## src/design/ltd_pkg.sv

```systemverilog
package ltd_pkg;

  localparam int unsigned CoordW = 32;
  localparam int unsigned FracW  = 16;
  localparam int unsigned NodeW  = 9;
  localparam int unsigned DivW   = 3;
  localparam int unsigned CfgIdxW = 3;
  localparam int unsigned InDataW  = 208;
  localparam int unsigned OutDataW = 96;

  localparam logic [CfgIdxW-1:0] RegDivisions = 3'd0;
  localparam logic [CfgIdxW-1:0] RegMinX      = 3'd1;
  localparam logic [CfgIdxW-1:0] RegMinY      = 3'd2;
  localparam logic [CfgIdxW-1:0] RegMinZ      = 3'd3;
  localparam logic [CfgIdxW-1:0] RegMaxX      = 3'd4;
  localparam logic [CfgIdxW-1:0] RegMaxY      = 3'd5;
  localparam logic [CfgIdxW-1:0] RegMaxZ      = 3'd6;

  typedef enum logic {
    KindLoad  = 1'b0,
    KindQuery = 1'b1
  } kind_e;

  // one classified item handed from front to back
  typedef struct packed {
    kind_e                     kind;
    logic [NodeW-1:0]          node_index;
    logic signed [CoordW-1:0]  px;
    logic signed [CoordW-1:0]  py;
    logic signed [CoordW-1:0]  pz;
    logic signed [CoordW-1:0]  sx;
    logic signed [CoordW-1:0]  sy;
    logic signed [CoordW-1:0]  sz;
  } item_t;

  typedef enum logic [2:0] {
    BkIdle,
    BkDiv,
    BkIndex,
    BkRead,
    BkLerp,
    BkOut
  } bk_state_e;

  function automatic logic signed [CoordW-1:0] sat32(input logic signed [CoordW+1:0] v);
    logic signed [CoordW+1:0] mx;
    logic signed [CoordW+1:0] mn;
    mx = (CoordW+2)'(signed'({1'b0, {(CoordW-1){1'b1}}}));
    mn = -mx - (CoordW+2)'(1);
    if (v > mx) return {1'b0, {(CoordW-1){1'b1}}};
    else if (v < mn) return {1'b1, {(CoordW-1){1'b0}}};
    else return v[CoordW-1:0];
  endfunction

endpackage

```

## src/design/ltd_front.sv

```systemverilog
module ltd_front (
  input  logic                     clk_i,
  input  logic                     rst_ni,
  input  logic                     in_valid_i,
  output logic                     in_ready_o,
  input  logic [ltd_pkg::InDataW-1:0] in_data_i,
  input  logic                     in_user_i,
  output logic                     q_valid_o,
  input  logic                     q_ready_i,
  output ltd_pkg::item_t           q_item_o
);
  import ltd_pkg::*;

  // two-entry queue between front and back
  item_t    mem_q [2];
  logic     wp_q, rp_q;
  logic [1:0] cnt_q;
  item_t    it;
  logic signed [CoordW:0] ex, ey, ez;
  logic push, pop;

  always_comb begin
    it.kind       = kind_e'(in_user_i);
    it.node_index = in_data_i[NodeW-1:0];
    it.px = in_data_i[NodeW +: CoordW];
    it.py = in_data_i[NodeW+CoordW +: CoordW];
    it.pz = in_data_i[NodeW+2*CoordW +: CoordW];
    ex = $signed({in_data_i[NodeW+4*CoordW-1], in_data_i[NodeW+3*CoordW +: CoordW]})
       - $signed({it.px[CoordW-1], it.px});
    ey = $signed({in_data_i[NodeW+5*CoordW-1], in_data_i[NodeW+4*CoordW +: CoordW]})
       - $signed({it.py[CoordW-1], it.py});
    ez = $signed({in_data_i[NodeW+6*CoordW-1], in_data_i[NodeW+5*CoordW +: CoordW]})
       - $signed({it.pz[CoordW-1], it.pz});
    it.sx = sat32({ex[CoordW], ex});
    it.sy = sat32({ey[CoordW], ey});
    it.sz = sat32({ez[CoordW], ez});
  end

  assign in_ready_o = (cnt_q != 2'd2);
  assign push = in_valid_i && in_ready_o;
  assign q_valid_o = (cnt_q != 2'd0);
  assign pop = q_valid_o && q_ready_i;
  assign q_item_o = mem_q[rp_q];

  always_ff @(posedge clk_i) begin
    if (push) mem_q[wp_q] <= it;
  end

  always_ff @(posedge clk_i or negedge rst_ni) begin
    if (!rst_ni) begin
      wp_q <= 1'b0;
      rp_q <= 1'b0;
      cnt_q <= 2'd0;
    end else begin
      if (push) wp_q <= ~wp_q;
      if (pop) rp_q <= ~rp_q;
      cnt_q <= cnt_q + 2'(push) - 2'(pop);
    end
  end
endmodule

```

## config.mk

```make
export PLATFORM = sky130hd
export DESIGN_NAME = ltd_front
export DESIGN_NICKNAME = d
export VERILOG_FILES = /design/src/design/ltd_pkg.sv /design/src/design/ltd_front.sv
export SDC_FILE = /design/constraint.sdc
export NUM_CORES = 1
export LEC_CHECK = 0
export BUFFER_PORTS_ARGS = -buffer_cell sky130_fd_sc_hd__buf_4
export CORE_UTILIZATION = 40
export DETAILED_ROUTE_END_ITERATION = 10
export MAX_ROUTING_LAYER = met4
export PLACE_DENSITY = 0.64
export RECOVER_POWER = 50
export SLEW_MARGIN = 30
export SYNTH_ARGS = -nofsm -noshare
export SYNTH_HDL_FRONTEND = slang
export SYNTH_SLANG_ARGS = --single-unit
```

## constraint.sdc

```tcl
create_clock -name clk_i -period 29 [get_ports clk_i]
set_input_delay 2.9 -clock clk_i [delete_from_list [all_inputs] [get_ports clk_i]]
set_output_delay 2.9 -clock clk_i [all_outputs]
set_load 0.005 [all_outputs]
```

Yosys cells after proc, flatten, opt, wreduce, memory -nomap -nowiden
Memory sizes are Yosys's and may differ from the RTL's.
Index checks and enable logic that the tools add are counted.
{"block": "totals", "input_bits": 213, "ram_bits": 404, "output_inout_bits": 204, "register_bits": 4, "n_memories": 1, "word_cells": 29}
{"block": "classes", "magnitude_cmp": 6, "n_mux": 8, "n_reduce_logical": 3, "n_bitwise": 2, "n_eq_ne": 1, "add_sub_neg": 5}
{"name": "mem_q", "words": 2, "word_bits": 202, "rd": 1, "rd_ports_with_merged_regs": 0, "write_ports": 1, "line": "ltd_front.sv:15", "text": "item_t mem_q [2];"}
{"op": "$mux W32", "n": 6}
{"op": "$gt A33 B32 Y1 const B", "n": 3}
{"op": "$lt A33 B32 Y1 const B", "n": 3}
{"op": "$sub A32 B32 Y33", "n": 3}
{"op": "$add A2 B1 Y2", "n": 1}
{"op": "$logic_and A1 B1 Y1", "n": 2}
{"op": "$mux W1", "n": 2}
{"op": "$ne A2 B2 Y1 const B", "n": 1}
{"op": "$not A1 Y1", "n": 2}
{"op": "$reduce_bool A2 Y1", "n": 1}
{"op": "$sub A2 B1 Y2", "n": 1}

Depth between registers and ports, before layout
Gate-level depths: netlist of run 1.
{"block": "depth", "word_depth": 4, "mapped_depth": 14, "ltp_nobuf": 12}

Worst setup path after synthesis of run 1
No wires, ideal clock.
{"block": "synth_timing", "kind": "input port to flip-flop", "from": "input in_valid_i", "to": "memory mem_q[0][0] in the netlist's numbering (enable)", "path_buffers": 0, "cell_stages": 2, "arrival_time_ns": 11.369, "required_time_ns": 28.233, "setup_slack_ns": 16.864, "setup_time_ns": 0.767, "path_cell_list": "nand2_1 nor2_1"}
{"block": "synth_between", "elab_chain_cells": 3}
{"element": "from (decl)", "line": "ltd_front.sv:4", "text": "input logic in_valid_i,"}
{"element": "$logic_and A1 B1 Y1", "line": "ltd_front.sv:40", "text": "assign push = in_valid_i && in_ready_o;"}
{"element": "$mux W1", "line": "ltd_front.sv:46", "text": "if (push) mem_q[wp_q] <= it;"}
{"element": "$mux W1 (not written as such)", "line": "ltd_front.sv:46"}
{"element": "to (decl)", "line": "ltd_front.sv:15"}
Every way passes these cells.

Worst setup path after layout of run 1
{"block": "layout_timing", "from": "input in_valid_i", "to": "memory mem_q[0][84] in the netlist's numbering (enable)"}
Same word-level chain as after synthesis.

==> results of run 1 <==
-- cell families after synthesis --
family | after synthesis | synth area share
and+or+nand+nor | 238 | 0.0575
buffers and inverters | 178 | 0.0333
adders and majority gates | 111 | 0.0666
AOI/OAI and AO/OA | 365 | 0.110
xor gates and xnor gates | 84 | 0.0357
muxes | 203 | 0.110
DFF | 408 | 0.587
-- critical path, cell delays in order --
cell and delay, ns:
clkbuf_1 0.09, nand2_1 0.13, nor2_4 0.10, clkbuf_1 5.81, clkbuf_1 3.03
-- placed cells by master (no fill, tap or decap), types with 12 or more instances in the layout --
cell       instances
nand2_1           52
o21a_1            13
edfxtp_1         404
nand2b_1          12
xnor2_1           50
xor2_1            33
a21o_1            37
mux2_2           202
nor2b_1           14
nor3_1            22
inv_1            124
nand4_1           13
clkbuf_16         49
buf_4            304
o21bai_1          14
nor2_1            69
o21ai_0           74
nand3_1           16
clkbuf_1         114
ha_1              98
a21oi_1          137
-- layout make-up --
type | instances | area share
flip-flops and latches | 408 | 0.475
multi-input cells | 1001 | 0.307
repair buffers | 420 | 0.107
clock buffers | 57 | 0.0487
well taps | 680 | 0.0330
inverters | 124 | 0.0181
clock inverters | 28 | 0.0115
diodes | 1 | 0.0000971
-- where the power goes --
group	switching [W]	total, W	internal [W]
Combinational	0.000398	0.000777	0.000379
Sequential	0.0000387	0.000902	0.000863
Clock	0.000233	0.000593	0.000361
Total	0.000670	0.00227	0.00160
-- per-layer routing --
layer | vias up | global-route usage | wire length [um]
met5 | - | - | 0
met4 | 0 | 0.0596 | 1400
met3 | 81 | 0.0548 | 3870
met2 | 459 | 0.311 | 24600
met1 | 6932 | 0.246 | 22100
li1 | 6803 | - | -
-- through the flow --
stage / std cells / power [W] / hold WS [ns] / util / setup slack, ns
finish: 2719 / 0.00227 / 0.540 / 0.501 / 16.78
global route: 2719 / 0.00239 / 0.579 / 0.501 / 15.89
CTS: 2717 / 0.00229 / 0.540 / 0.509 / 22.56
detailed placement: 2632 / 0.00169 / 0.527 / 0.479 / 22.37
global placement: 2632 / 0.00168 / 0.497 / 0.479 / 22.42
floorplan: 1587 / 0.00135 / 0.461 / - / 16.86
-- state kept, by name, summed over array words and instances (netlist names) --
register	cells
cnt_q	2
mem_q	404
rp_q	1
wp_q	1
-- synthesized netlist by cell type, types with 10 or more instances --
library cell	n
edfxtp_1	404
mux2_2	202
a21oi_1	138
inv_1	124
ha_1	98
o21ai_0	74
nor2_1	70
nand2_1	52
xnor2_1	50
a21o_1	37
clkbuf_1	36
xor2_1	33
nor3_1	22
nand3_1	16
buf_2	14
nor2b_1	14
o21bai_1	14
nand4_1	13
o21a_1	13
nand2b_1	12
maj3_1	10
o31ai_1	10
-- how the worst max path moves through the flow --
| stage | endpoint | slack, ns | cells after the start |
|---|---|---|---|
| global placement | mem_q[0][53] | 22.42 | 12 |
| finish | mem_q[0][84] | 16.78 | 5 |
| CTS | q_item_o[160] | 22.56 | 4 |
| global route | mem_q[0][81] | 15.89 | 5 |
| floorplan | mem_q[0][0] | 16.86 | 2 |
| detailed placement | mem_q[0][53] | 22.37 | 12 |
==> impl_metrics.ini, run 1 <==
[clocking]
hold_buffers = 0
clockRootBuffer = clkbuf_16
postCtsResizedCells = 0
clk_path_buf_depth = 3
cts_buffers = 46
clk_pin_slew_worst_paths_ns = 0.06
clock_latency_ns = 0.57
tritoncts = done
htreeDepth = 2
cts_sinks = 408
post-cts-setup-buffers = 0

[setup_path]
rr_endpoint = mem_q[0][84]
cp-start-kind = input pin
cp_max_fo = 136
worstPathArrival_ns = 12.29
ff2ff_path_depth = 5
startpoint = in_valid_i
worstReg2RegStart = cnt_q[0]
r2r_setup_slack_ns = 18.68
path_class = in -> reg
cp-end-kind = flip-flop
required_ns = 29.08

[timing]
fmax_mhz = 81.8
setup_viol = 0
period_needed_ns = 12.22
period_share = 0.421
finalClockSkew_ns = 0.0111
hold_viol = 0
tightest_slew_ns = 8.43
slew_violations = 343
tns_ns = 0
rsz0062_at_grt = false
maxSlewHeadroom = -4.62

[synth]
seq_area_frac_synth = 0.587
synth_top_area_cell = edfxtp_1
synth_top_area_share = 0.583
synth-edff-count = 404
syn_nets = 1901
synth_cell_type_count = 75
syn_area_per_cell_sq_um = 13.1
yosys-top-cells-area = edfxtp_1 (58%), mux2_2 (11%), ha_1 (5.9%)
syn_inst = 1587
async_reset_ff_frac = 0.00980
synth_seq_cells = 408
yosys_warnings = 0
mappedNetlistArea_sq_um = 20800
synthFlopType = edfxtp_1

[worst_hold_path]
holdPathStages = 1
hold_class = reg -> reg
hold_path_startpoint = cnt_q[0]
hold-path-endpoint = cnt_q[0]

[pwr]
leakage_nw = 9.99
powerDensity_nw_per_um2 = 88.2
ir_drop_v = 0.0000641

[cells_and_area]
final_area_sq_um = 25800
syn_to_final_growth_pct = 23.8
multi_input_area_sq_um = 7910
seq_area_sq_um = 12200
finalNetCount = 2315
drive_above_1_share = 0.299
fillers = 4606

[floorplan]
start_util = 0.405
die_y_um = 230
dieArea_sq_um = 53000
core_sq_um = 51400
io-pin-count = 417
rows = 83
die_w_um = 230

[grt]
grt-ovfl-total = 0
grt_pass1_wl_mm = 79.9
grt_max_degree = 137
grt_pass1_vias = 14400
grt_usage = 0.197
antenna_found_initial = 1

[routing]
drtIter0Drc = 962
drc = 0
drtPass1Iterations = 7
vias_per_cell = 5.25
num_vias = 14300
routed_wl_mm = 52.0
ant_nets = 0
wl_per_cell_um = 19.1

[outcome]
violations = max-capacitance violations, max-slew violations
status = complete, but fails checks

[place]
routabilityCongestion = 0.924
port_buffers = 409
dp_hpwl_mm = 36.7
placed_area_sq_um = 24600

[run]
maxCapViolations = 5
Note: power is estimated with default switching activity, not from simulation.
==> run 2, diff against run 1 <==
--- a/config.mk
+++ b/config.mk
@@ -5,11 +5,12 @@
 export SDC_FILE = /design/constraint.sdc
 export NUM_CORES = 1
 export LEC_CHECK = 0
+export ABC_AREA = 1
 export BUFFER_PORTS_ARGS = -buffer_cell sky130_fd_sc_hd__buf_4
 export CORE_UTILIZATION = 40
 export DETAILED_ROUTE_END_ITERATION = 10
 export MAX_ROUTING_LAYER = met4
-export PLACE_DENSITY = 0.64
+export PLACE_DENSITY = 0.63
 export RECOVER_POWER = 50
 export SLEW_MARGIN = 30
 export SYNTH_ARGS = -nofsm -noshare
==> constraint.sdc (replaced) <==
create_clock -name clk_i -period 12.5 [get_ports clk_i]
set_input_delay 1.25 -clock clk_i [delete_from_list [all_inputs] [get_ports clk_i]]
set_output_delay 1.25 -clock clk_i [all_outputs]
set_load 0.005 [all_outputs]
==> run 2 against run 1 <==
Effect of this change:
- the run still ends with max-capacitance violations, max-slew violations left
- worst hold slack worse by 0.047 ns
- clock power increased by 130%
- die area up 13%
- largest cell class unchanged
- highest routed layer unchanged
==> impl_metrics.ini, run 2 <==
[synth]
synth_top_area_share = 0.515
synth_cell_type_count = 41
yosys-top-cells-area = edfxtp_1 (51%), nand2_1 (22%), inv_1 (6.4%)
syn_inst = 2918
synth_xor_area_frac = 0.0134
seq_area_frac_synth = 0.519
synthSimpleGateAreaFrac = 0.304
synthMuxAreaShare = 0
syn_nets = 3232
synth_fa_ha_area_frac = 0.0546
synth-edff-count = 404
yosysMostFrequentCell = nand2_1
synth_top_area_cell = edfxtp_1
synth_common_cells = nand2_1 (1359), edfxtp_1 (404), inv_1 (400), nor2_1 (149), nand3_1 (130)
yosys_warnings = 0
synthFlopType = edfxtp_1
synth_top_family_by_area = simple AND/OR/NAND/NOR gates
synth_compound_area_frac = 0.0312
async_reset_ff_frac = 0.00980
synth_seq_cells = 408
syn_area_per_cell_sq_um = 8.07
mappedNetlistArea_sq_um = 23600

[routing]
routed_wl_mm = 67.4
wl_per_cell_um = 16.3
ant_nets = 0
drtPass1Iterations = 5
drtIter0Drc = 1121
vias_per_cell = 4.75
drc = 0
num_vias = 19600

[setup_path]
ff2ff_path_depth = 5
crit_cells = 5
slowest_delay_ns = 2.82
required_ns = 12.59
path_cells = clkbuf_4 -> nand2_1 -> nor2_1 -> buf_12 -> clkbuf_1
startpoint = in_valid_i
cpLargestDelayFamily = buffers and inverters
cp-start-kind = input pin
path_class = in -> reg
worstReg2RegStart = cnt_q[1]
worstPathArrival_ns = 5.14
cp_slowest_cell = clkbuf_1
cp.buffers_inverters = 3
cp-end-kind = flip-flop
cp_max_fo = 140

[grt]
grt-ovfl-total = 0
grt_max_degree = 148
grt_pass1_vias = 18500
antenna_found_initial = 0
grt_pass1_wl_mm = 104
grt_usage = 0.230

[clocking]
clk_path_buf_depth = 3
clk_pin_slew_worst_paths_ns = 0.06
tritoncts = done
clockRootBuffer = clkbuf_16
postCtsResizedCells = 0
clock_latency_ns = 0.59
hold_buffers = 0
post-cts-setup-buffers = 0
cts_buffers = 47
htreeDepth = 2
cts_sinks = 408

[floorplan]
start_util = 0.407
dieArea_sq_um = 59900
die_w_um = 245
rows = 88
io-pin-count = 417
core_sq_um = 57900
die_y_um = 245

[cells_and_area]
reg.largest.list = mem_q: 404 flops, cnt_q: 2 flops
finalNetCount = 3638
layout_common_cells = nand2_1 (1359), edfxtp_1 (404), inv_1 (400), buf_4 (308), nor2_1 (149)
multi_input_area_sq_um = 9500
final_common_cell = nand2_1
drive_above_1_share = 0.140
n_antenna_cell = 0
top_register = mem_q
largest_reg_flops = 404
seq_area_sq_um = 12200
fillers = 5791
syn_to_final_growth_pct = 21.3

[timing]
finalClockSkew_ns = 0.0176
hold_viol = 0
period_share = 0.404
tns_ns = 0
tightest_slew_ns = 3.93
period_needed_ns = 5.05
setup_viol = 0
slew_violations = 65
fmax_mhz = 198
maxSlewHeadroom = -1.62
rsz0062_at_grt = false

[outcome]
status = complete, but fails checks
violations = max-capacitance violations, max-slew violations

[place]
dp_hpwl_mm = 50.4
port_buffers = 409
routabilityCongestion = 0.939

[run]
maxCapViolations = 1

[pwr]
ir_drop_v = 0.000468
power.total_w = 0.00551
powerDensity_nw_per_um2 = 193
leakage_nw = 14.1

[worst_hold_path]
hold_class = in -> async
-- run 2: cell count changes in the layout (fill, tap and decap cells not counted), moves of 45 or more --
cell	change
inv_1	+276
nand2_1	+1307
nor2_1	+80
o21ai_0	-45
nand3_1	+114
a21oi_1	-55
mux2_2	-202
-- run 2: path summary, 6_finish.rpt --
check / end / slack, ns
setup / recovery: mem_q[1][5] / 7.45
hold / removal: wp_q / 0.49
setup reg to reg: mem_q[1][5] / 7.71
hold reg to reg: wp_q / 0.53
max in group asynchronous: rp_q / 11.78
min in group clk_i: wp_q / 0.53
-- run 2: final cells by class --
class / count / share of cell area
Clock inverter: 26 / 0.00985
Sequential cell: 408 / 0.428
Clock buffer: 56 / 0.0431
Inverter: 406 / 0.0536
Tap cell: 765 / 0.0335
Timing Repair Buffer: 422 / 0.0993
Multi-Input combinational cell: 2039 / 0.332
-- run 2: worst reg2reg max path: stages, from the launching register on --
cell	delay, ns
dfrtp_1	0.40
nand2_1	0.11
nand2_1	0.10
nor2_1	0.20
buf_12	0.60
clkbuf_1	2.86
-- run 2: kinds of logic after synthesis --
| kind of cell | Yosys count |
|---|---|
| buffers and inverters | 471 |
| flip-flops | 408 |
| AND/OR/NAND/NOR | 1768 |
| XOR/XNOR | 36 |
| AO/OA/AOI/OAI | 134 |
| adder cells (fa/ha/maj) | 101 |
-- run 2: power by group --
group          switching [W]  internal, W
combinational        0.00132     0.000807
sequential         0.0000794      0.00195
clock               0.000557     0.000788
total                0.00196      0.00355
-- run 2: layer usage --
metal  global-route usage  routed length, um  vias up
li1                     -                  -    10100
met1                0.300              30800     8931
met2                0.372              31300      463
met3               0.0367               3710      103
met4               0.0588               1550        0
met5                    -                  0        -
-- run 2: through the flow --
stage	std cells	hold slack, ns	util	cell area [sq um]	worst slack (ns)
after floorplan	2918	0.485	-	23600	1.99
after global placement	4039	0.515	0.473	27400	7.75
after detailed placement	4040	0.551	0.474	27400	7.73
after CTS	4122	0.409	0.500	29000	8.04
after global routing	4122	0.488	0.493	28600	7.13
final	4122	0.492	0.493	28600	7.45
